**config.mk**
```make
export PLATFORM = sky130hd
export DESIGN_NAME = tuple_selection_filter_unit
export DESIGN_NICKNAME = d
export VERILOG_FILES = /design/src/tsf_pkg.sv /design/src/tuple_selection_filter_unit.sv
export SDC_FILE = /design/constraint.sdc
export NUM_CORES = 2
export LEC_CHECK = 0
export BUFFER_PORTS_ARGS = -buffer_cell sky130_fd_sc_hd__buf_2
export CAP_MARGIN = 20
export CORE_MARGIN = 1
export CORE_UTILIZATION = 31
export CTS_CLUSTER_SIZE = 25
export DETAILED_ROUTE_END_ITERATION = 12
export GPL_ROUTABILITY_DRIVEN = 0
export PLACE_DENSITY = 0.51
export RECOVER_POWER = 100
export SETUP_SLACK_MARGIN = 0.3
export SKIP_LAST_GASP = 1
export SYNTH_ARGS = -nofsm -noshare
export SYNTH_HDL_FRONTEND = slang
export SYNTH_SLANG_ARGS = --single-unit
```
**constraint.sdc**
```tcl
create_clock -name clk -period 86.7 [get_ports clk]
set_clock_uncertainty 0.05 [all_clocks]
set_input_delay 4.335 -clock clk [delete_from_list [all_inputs] [get_ports clk]]
set_output_delay 4.335 -clock clk [all_outputs]
set_load 0.02 [all_outputs]
```
**src/tsf_pkg.sv**
```systemverilog
// Package for the tuple selection filter: row and slot widths, register
// indexes and the column lookup used by the filter datapath.
// No dependencies.
`default_nettype none

package tsf_pkg;

  localparam int ROW_FIELDS  = 8;
  localparam int CONST_SLOTS = 4;
  localparam int PAIR_SLOTS  = 4;
  localparam int MAX_FIELDS  = 8;
  localparam int MAX_SLOTS   = 4;
  localparam int DATA_W      = 64;
  localparam int POS_W       = 3;
  localparam int CSLOT_W     = 4;
  localparam int PSLOT_W     = 7;
  localparam int CSLOTS_W    = CSLOT_W * MAX_SLOTS;
  localparam int PSLOTS_W    = PSLOT_W * MAX_SLOTS;
  localparam int ADDR_W      = 6;
  localparam int IDX_W       = 3;
  localparam int BYTE_OFS_W  = ADDR_W - IDX_W;

  typedef logic [MAX_FIELDS-1:0][DATA_W-1:0] row_t;

  typedef enum logic [IDX_W-1:0] {
    REG_CONST_SLOTS   = 3'd0,
    REG_CONST_VALUE_0 = 3'd1,
    REG_CONST_VALUE_1 = 3'd2,
    REG_CONST_VALUE_2 = 3'd3,
    REG_CONST_VALUE_3 = 3'd4,
    REG_PAIR_SLOTS    = 3'd5
  } reg_idx_t;

  // A position past the end of the row reads as zero.
  function automatic logic [DATA_W-1:0] col_at(input row_t row, input logic [POS_W-1:0] pos);
    logic [DATA_W-1:0] val;
    val = '0;
    if (int'(pos) < ROW_FIELDS) begin
      val = row[pos];
    end
    return val;
  endfunction

endpackage

`default_nettype wire

```
**src/tuple_selection_filter_unit.sv**
```systemverilog
// Top level of the tuple selection filter: APB register bank, row input
// register, compare logic and result register.
// Depends on tsf_pkg.
// A passing row is held in the input register and then moves on to the result register.
// Throughput: one row per cycle; the compare logic sits between the input and
// result registers, and a stalled result holds back a passing row but lets a failing row drain.
// Reset clears both pipeline valid flags and all filter registers, so after
// reset every row passes.
`default_nettype none

module tuple_selection_filter_unit
  import tsf_pkg::*;
(
  input  wire                clk,
  input  wire                rst,
  input  wire                in_valid,
  output logic               in_stall,
  input  wire  [DATA_W-1:0]  field_0,
  input  wire  [DATA_W-1:0]  field_1,
  input  wire  [DATA_W-1:0]  field_2,
  input  wire  [DATA_W-1:0]  field_3,
  input  wire  [DATA_W-1:0]  field_4,
  input  wire  [DATA_W-1:0]  field_5,
  input  wire  [DATA_W-1:0]  field_6,
  input  wire  [DATA_W-1:0]  field_7,
  output logic               out_valid,
  input  wire                out_stall,
  output logic [DATA_W-1:0]  out_field_0,
  output logic [DATA_W-1:0]  out_field_1,
  output logic [DATA_W-1:0]  out_field_2,
  output logic [DATA_W-1:0]  out_field_3,
  output logic [DATA_W-1:0]  out_field_4,
  output logic [DATA_W-1:0]  out_field_5,
  output logic [DATA_W-1:0]  out_field_6,
  output logic [DATA_W-1:0]  out_field_7,
  input  wire                psel,
  input  wire                penable,
  input  wire                pwrite,
  input  wire  [ADDR_W-1:0]  paddr,
  input  wire  [DATA_W-1:0]  pwdata,
  output logic [DATA_W-1:0]  prdata,
  output logic               pready
);

  logic [CSLOTS_W-1:0]             const_slots;
  logic [MAX_SLOTS-1:0][DATA_W-1:0] const_value;
  logic [PSLOTS_W-1:0]             pair_slots;

  logic        cfg_wr;
  logic [IDX_W-1:0] cfg_idx;

  row_t in_row;
  row_t s1_row;
  logic s1_valid;
  logic s1_pass;
  logic s1_move;
  row_t out_row;
  logic out_ready;

  assign pready  = 1'b1;
  assign cfg_wr  = psel && penable && pwrite;
  assign cfg_idx = paddr[ADDR_W-1:BYTE_OFS_W];

  always_ff @(posedge clk) begin
    if (rst) begin
      const_slots <= '0;
      const_value <= '0;
      pair_slots  <= '0;
    end else if (cfg_wr) begin
      case (cfg_idx)
        REG_CONST_SLOTS:   const_slots    <= pwdata[CSLOTS_W-1:0];
        REG_CONST_VALUE_0: const_value[0] <= pwdata;
        REG_CONST_VALUE_1: const_value[1] <= pwdata;
        REG_CONST_VALUE_2: const_value[2] <= pwdata;
        REG_CONST_VALUE_3: const_value[3] <= pwdata;
        REG_PAIR_SLOTS:    pair_slots     <= pwdata[PSLOTS_W-1:0];
        default: ;
      endcase
    end
  end

  always_comb begin
    case (cfg_idx)
      REG_CONST_SLOTS:   prdata = DATA_W'(const_slots);
      REG_CONST_VALUE_0: prdata = const_value[0];
      REG_CONST_VALUE_1: prdata = const_value[1];
      REG_CONST_VALUE_2: prdata = const_value[2];
      REG_CONST_VALUE_3: prdata = const_value[3];
      REG_PAIR_SLOTS:    prdata = DATA_W'(pair_slots);
      default:           prdata = '0;
    endcase
  end

  assign in_row[0] = field_0;
  assign in_row[1] = field_1;
  assign in_row[2] = field_2;
  assign in_row[3] = field_3;
  assign in_row[4] = field_4;
  assign in_row[5] = field_5;
  assign in_row[6] = field_6;
  assign in_row[7] = field_7;

  // A row fails if any enabled slot within the configured slot counts misses.
  always_comb begin
    logic [CSLOT_W-1:0] cs;
    logic [PSLOT_W-1:0] ps;
    s1_pass = 1'b1;
    for (int s = 0; s < MAX_SLOTS; s++) begin
      cs = const_slots[s*CSLOT_W +: CSLOT_W];
      if (s < CONST_SLOTS && cs[CSLOT_W-1] &&
          col_at(s1_row, cs[POS_W-1:0]) != const_value[s]) begin
        s1_pass = 1'b0;
      end
    end
    for (int s = 0; s < MAX_SLOTS; s++) begin
      ps = pair_slots[s*PSLOT_W +: PSLOT_W];
      if (s < PAIR_SLOTS && ps[PSLOT_W-1] &&
          col_at(s1_row, ps[2*POS_W-1:POS_W]) != col_at(s1_row, ps[POS_W-1:0])) begin
        s1_pass = 1'b0;
      end
    end
  end

  assign out_ready = !out_valid || !out_stall;
  assign s1_move   = !s1_valid || !s1_pass || out_ready;
  assign in_stall  = !s1_move;

  always_ff @(posedge clk) begin
    if (rst) begin
      s1_valid <= 1'b0;
    end else if (s1_move) begin
      s1_valid <= in_valid;
    end
  end

  always_ff @(posedge clk) begin
    if (s1_move && in_valid) begin
      s1_row <= in_row;
    end
  end

  always_ff @(posedge clk) begin
    if (rst) begin
      out_valid <= 1'b0;
    end else if (out_ready) begin
      out_valid <= s1_valid && s1_pass;
    end
  end

  always_ff @(posedge clk) begin
    if (out_ready && s1_valid && s1_pass) begin
      for (int j = 0; j < MAX_FIELDS; j++) begin
        out_row[j] <= (j < ROW_FIELDS) ? s1_row[j] : '0;
      end
    end
  end

  assign out_field_0 = out_row[0];
  assign out_field_1 = out_row[1];
  assign out_field_2 = out_row[2];
  assign out_field_3 = out_row[3];
  assign out_field_4 = out_row[4];
  assign out_field_5 = out_row[5];
  assign out_field_6 = out_row[6];
  assign out_field_7 = out_row[7];

  a_hold_blocks_input: assert property (@(posedge clk) disable iff (rst)
    (s1_valid && s1_pass && out_valid && out_stall) |-> in_stall)
    else $error("passing row not held while result is stalled");

  a_pass_reaches_output: assert property (@(posedge clk) disable iff (rst)
    (s1_valid && s1_pass && out_ready) |=> (out_valid && out_row[0] == $past(s1_row[0])))
    else $error("passing row not moved to result register");

  a_fail_dropped: assert property (@(posedge clk) disable iff (rst)
    (out_valid && !out_stall && !(s1_valid && s1_pass)) |=> !out_valid)
    else $error("result repeated or invented");

  a_reset_clears: assert property (@(posedge clk)
    rst |=> (!s1_valid && !out_valid))
    else $error("pipeline not cleared by reset");

  a_cfg_slots_write: assert property (@(posedge clk) disable iff (rst)
    (cfg_wr && cfg_idx == REG_CONST_SLOTS) |=> const_slots == $past(pwdata[CSLOTS_W-1:0]))
    else $error("constant slot register write lost");

endmodule

`default_nettype wire

```
== Word level (Yosys, flattened, before mapping) ==
Cells that the tools add are included.

* Add/subtract/negate cells: 0
* Multiply operators: 0
* Div/mod/pow operators: 0
* Order comparisons: 12
* Eq/ne operators: 13
* Shifts and indexed selects: 0
* Multiplexer cells: 33
* Bitwise operators: 0
* Reductions and logical operators: 29

{| class="wikitable"
|+ Operators by type and width
! cell !! count
|-
| $bmux W64 S3 || 12
|-
| $mux W64 || 12
|-
| $ne A64 B64 Y1 || 8
|-
| $pmux W64 S6 || 1
|-
| $lt A3 B4 Y1 const B || 12
|-
| $logic_and A1 B1 Y1 || 14
|-
| $reduce_and A2 Y1 || 6
|-
| $mux W1 || 8
|-
| $eq A3 B2 Y1 const B || 2
|-
| $eq A3 B3 Y1 const B || 2
|-
| $logic_not A1 Y1 || 5
|-
| $eq A3 B1 Y1 const B || 1
|-
| $logic_not A3 Y1 || 1
|-
| $logic_or A1 B1 Y1 || 3
|}

* Register bits after elaboration: 1,326
* Latch bits: 0
* Bits in writable memories: 0
* ROM bits: 0
* Input bits: 589
* Output and inout bits: 579
* Word-level logic and storage cells: 111
* Memories: 0

== Longest topological paths before layout ==
* Depth after elaboration: 16
* Depth in mapped cells: 14
* Mapped depth without buffers: 9

== Worst setup path before layout ==
Ideal clock, no wire load.

* Path kind: in2reg
* Start point: input out_stall
* End point: register out_row (netlist bit out_field_0[0]), enable pin
* Setup time: 2,815 ps
* Data arrival time: 56,267 ps
* Required time: 83,835 ps
* Slack: 27,568 ps
* Stages: 2
* Buffers on the path: 0
* Cells stage by stage: nand2_1 -> nor4b_1

* Longest elaborated chain between the ends: 4

{| class="wikitable"
|+ RTL lines
! item !! RTL line !! RTL
|-
| start: declaration || tuple_selection_filter_unit.sv:27 || <nowiki>input wire out_stall,</nowiki>
|-
| $logic_not A1 Y1 || tuple_selection_filter_unit.sv:124 || <nowiki>assign out_ready = !out_valid || !out_stall;</nowiki>
|-
| $logic_or A1 B1 Y1 || tuple_selection_filter_unit.sv:124 ||
|-
| $logic_and A1 B1 Y1 (2 in series) || tuple_selection_filter_unit.sv:151 || <nowiki>if (out_ready && s1_valid && s1_pass) begin</nowiki>
|-
| end signal: indexed assignment || tuple_selection_filter_unit.sv:153 || <nowiki>out_row[j] <= (j < ROW_FIELDS) ? s1_row[j] : '0;</nowiki>
|-
| end: declaration || tuple_selection_filter_unit.sv:57 || <nowiki>row_t out_row;</nowiki>
|}

Every way passes these cells.
A chain may end at the register's enable or synchronous reset.

== Final worst setup path ==
* Start point: register pair_slots[23]
* End point: register s1_row[493] (netlist name), enable pin

* Longest elaborated chain between the ends: 9

{| class="wikitable"
|+ RTL lines
! item !! RTL line !! RTL
|-
| start: declaration || tuple_selection_filter_unit.sv:47 || <nowiki>logic [PSLOTS_W-1:0] pair_slots;</nowiki>
|-
| start signal: assignment || tuple_selection_filter_unit.sv:76 || <nowiki>REG_PAIR_SLOTS: pair_slots <= pwdata[PSLOTS_W-1:0];</nowiki>
|-
| $bmux W64 S3 || tsf_pkg.sv:39 || <nowiki>val = row[pos];</nowiki>
|-
| $mux W64 (implied by the code) || tsf_pkg.sv:39 ||
|-
| $ne A64 B64 Y1 || tuple_selection_filter_unit.sv:118 || <nowiki>col_at(s1_row, ps[2*POS_W-1:POS_W]) != col_at(s1_row, ps[POS_W-1:0])) begin</nowiki>
|-
| $logic_and A1 B1 Y1 || tuple_selection_filter_unit.sv:117 || <nowiki>if (s < PAIR_SLOTS && ps[PSLOT_W-1] &&</nowiki>
|-
| $mux W1 || tuple_selection_filter_unit.sv:117 ||
|-
| $logic_not A1 Y1 || tuple_selection_filter_unit.sv:125 || <nowiki>assign s1_move = !s1_valid || !s1_pass || out_ready;</nowiki>
|-
| $logic_or A1 B1 Y1 (2 in series) || tuple_selection_filter_unit.sv:125 ||
|-
| $logic_and A1 B1 Y1 || tuple_selection_filter_unit.sv:137 || <nowiki>if (s1_move && in_valid) begin</nowiki>
|-
| end signal: assignment || tuple_selection_filter_unit.sv:138 || <nowiki>s1_row <= in_row;</nowiki>
|-
| end: declaration || tuple_selection_filter_unit.sv:53 || <nowiki>row_t s1_row;</nowiki>
|}

Every way passes these cells. The select of a mux whose other input is x is not followed.

==> qor.txt <==
Power Dens Cells - 15.7 nW/um2
Met1 WL - 171000 um
Final nets - 7810
Vias in the first global route - 68427
First-pass GRT wire length - 627000 um
Critical path class - reg2reg
Worst Path Max Fanout - 70
Remaining routing DRC violations - 0
Via count - 73591
Hold Path Stages - 2
Hold Crit Start - const_value[125]
Failing checks - capacitance limit, slew limit
Outcome - finished, violations left
Total Routing Usage GR - 0.297
Die area - 311000 um2
# clock sinks - 1326
WL/cell - 41.6 um
Reg with most FFs - s1_row
Hold Path Class - reg2reg
Synthesis-stage register bit count - 1326
HPWL after DPL - 345000 um
CP arrival - 24440 ps
Synthesized net count - 7383
Slew headroom - -4.19
RSZ-0062 raised after global routing - no
Sum Neg Setup Slack - 0 ps
Top Metal Used - met5
Worst Hold End - const_value[125]
Post-Route WL - 477000 um
Final hold vios - 0
Antenna violations before repair - 124
YS warnings - 0
Multiplexer area fraction after synthesis - 0.431
Clk buf depth - 4
Final setup fails - 0
Syn avg cell area - 14.1 um2
Metal3 WL - 68300 um
Post-synthesis simple-gate area fraction - 0.0431
Startpoint Class - register
Total congestion overflow - 0
Share of cells above drive strength 1 - 0.336
Die Height - 557 um
Rows - 203
Die W - 557 um
Non-filler cells, final - 11484
CTS buffer count - 158
Required @ worst endpoint - 86980 ps
Total of max-cap violations - 29
DRT antenna net count - 0
Final count of pins violating max slew - 1584
Main combinational cell family by area after synthesis - multiplexers
Root buf cell - clkbuf_16
P&R area growth vs syn - 12.4%
Cell taking the most area after synthesis - mux4_2
Actual slew at the worst max-slew pin - 7780 ps
PortBufs - 1163
Starting Density - 0.312
Post-synth top area share - 0.337
Achievable Freq - 41.4 MHz
Synth Flop Type - edfxtp_1
H-Tree Depth - 4
EDFF count, synth - 1024
Synth async-reset ratio - 0
Worst setup EP type - register
Worst vdd ir - 0.0168 mV
Cell Area, Synth - 95600 um2
Share of the yosys chip area belonging to registers - 0.385
Worst reg2reg path depth - 16
Worst-Skew Late Latency - 930 ps
Synth cell types - 67
CTS tree - yes
Met2 Wirelength - 208000 um
DR iter-0 viols - 12380
Setup slack, reg-to-reg - 62540 ps
FF-to-FF End - s1_row[493]
Largest cells by area after synthesis - mux4_2 (34%), edfxtp_1 (32%), mux2i_1 (9.1%), dfxtp_1 (6.3%), clkbuf_1 (2.8%)
Post-synthesis adder-cell area fraction - 0
Pre-antenna DRT Iters - 8
Total power draw - 1.68 mW
Setup bufs post-CTS - 0
Top flop regs - s1_row (512), const_value (256)
Pin count of the biggest net entering global routing - 146
Tcrit/Tclk final - 0.279
PostCTS Resize Cnt - 0
Most common cell after layout, fill and taps aside - mux4_2
Pleak - 32.8 nW
Mapped Cells - 6794
Fin crit period - 24160 ps
Fillcell total - 29937
Placed Cells - 11152
IO Count - 1168
Vias per inst - 6.41
Core area - 306000 um2
Most frequent cells in the layout - mux4_2 (1432), edfxtp_1 (1024), mux2i_1 (866), clkbuf_1 (677), nand2_1 (630)
R2r startpoint - pair_slots[23]
Xor/xnor share of the synthesized area - 0.0464
Max FFs per register - 512
Clock slew at reported path FFs - 60 ps
Compound-Gate Fraction of Synth Area - 0.0419
# hold bufs at CTS - 0
-- cell usage after synthesis, types with 29 or more instances --
cell type  instances
a21oi_1          304
a221o_1           48
a221oi_1          34
a22o_1            44
a22oi_1           82
buf_1             47
buf_2            192
buf_4            108
buf_6             30
clkbuf_1         709
dfxtp_1          302
edfxtp_1        1024
mux2i_1          866
mux4_2          1432
nand2_1          634
nand3_1           32
nand4_1           73
nor2b_1           29
nor4_1            77
o21ai_0           59
xnor2_1          212
xor2_1           294
-- per-stage QoR --
step / util / setup WS, ps / hold slack (ps) / instance area, um2
floorplan: - / 27570 / 399 / 95600
global placement: 0.337 / 74820 / 418 / 103000
detailed placement: 0.337 / 74820 / 424 / 103000
CTS: 0.353 / 74510 / 431 / 108000
global route: 0.350 / 61330 / 451 / 107000
finish: 0.351 / 62540 / 434 / 107000
-- worst max-delay path by stage --
stage / start / endpoint / slack [ps] / depth (start not counted)
final: pair_slots[23] / s1_row[493] / 62540 / 16
after global routing: pair_slots[23] / s1_row[15] / 61330 / 16
after CTS: pair_slots[23] / in_stall / 74510 / 12
after detailed placement: paddr[3] / prdata[6] / 74820 / 8
after global placement: paddr[3] / prdata[6] / 74820 / 8
after floorplan: out_stall / out_field_0[0] / 27570 / 2
-- cells by family after synthesis --
kind of cell,after synthesis
multiplexers,2323
AO/OA/AOI/OAI,615
flip-flops,1326
other,1
XOR/XNOR,506
buffers and inverters,1099
AND/OR/NAND/NOR,924
-- power breakdown --
group          switching, mW  total [mW]  internal, mW
combinational          0.141       0.238        0.0962
sequential            0.0732       0.796         0.722
clock                  0.286       0.650         0.364
total                  0.500        1.68          1.18
-- metal layers --
layer,GRT usage,up-vias
met1,0.368,38494
met2,0.443,6025
li1,-,28010
met3,0.122,1002
met5,0,-
met4,0.154,60
-- worst max-delay path: stages (launching register included) --
cell and delay (ps):
dfxtp_1 2270, clkbuf_1 2140, clkbuf_1 1720, clkbuf_1 1480
mux4_2 440, mux2i_1 180, xor2_1 790, nor4_1 440
nand4_1 340, o31ai_1 260, nand4_1 270, o31a_1 650
clkbuf_1 2080, clkbuf_1 2560, clkbuf_1 2030, clkbuf_1 2630
clkbuf_1 2760
-- cell type report --
type,instances,area (um2),area share
Antenna cell,40,100,0.000932
Sequential cell,1326,36900,0.344
Multi-Input combinational cell,4369,53800,0.501
Clock inverter,82,724,0.00674
Inverter,8,40.0,0.000373
Clock buffer,201,4170,0.0388
Tap cell,4100,5130,0.0477
Timing Repair Buffer,1358,6530,0.0608
Note: power is estimated with default switching activity, not from simulation.
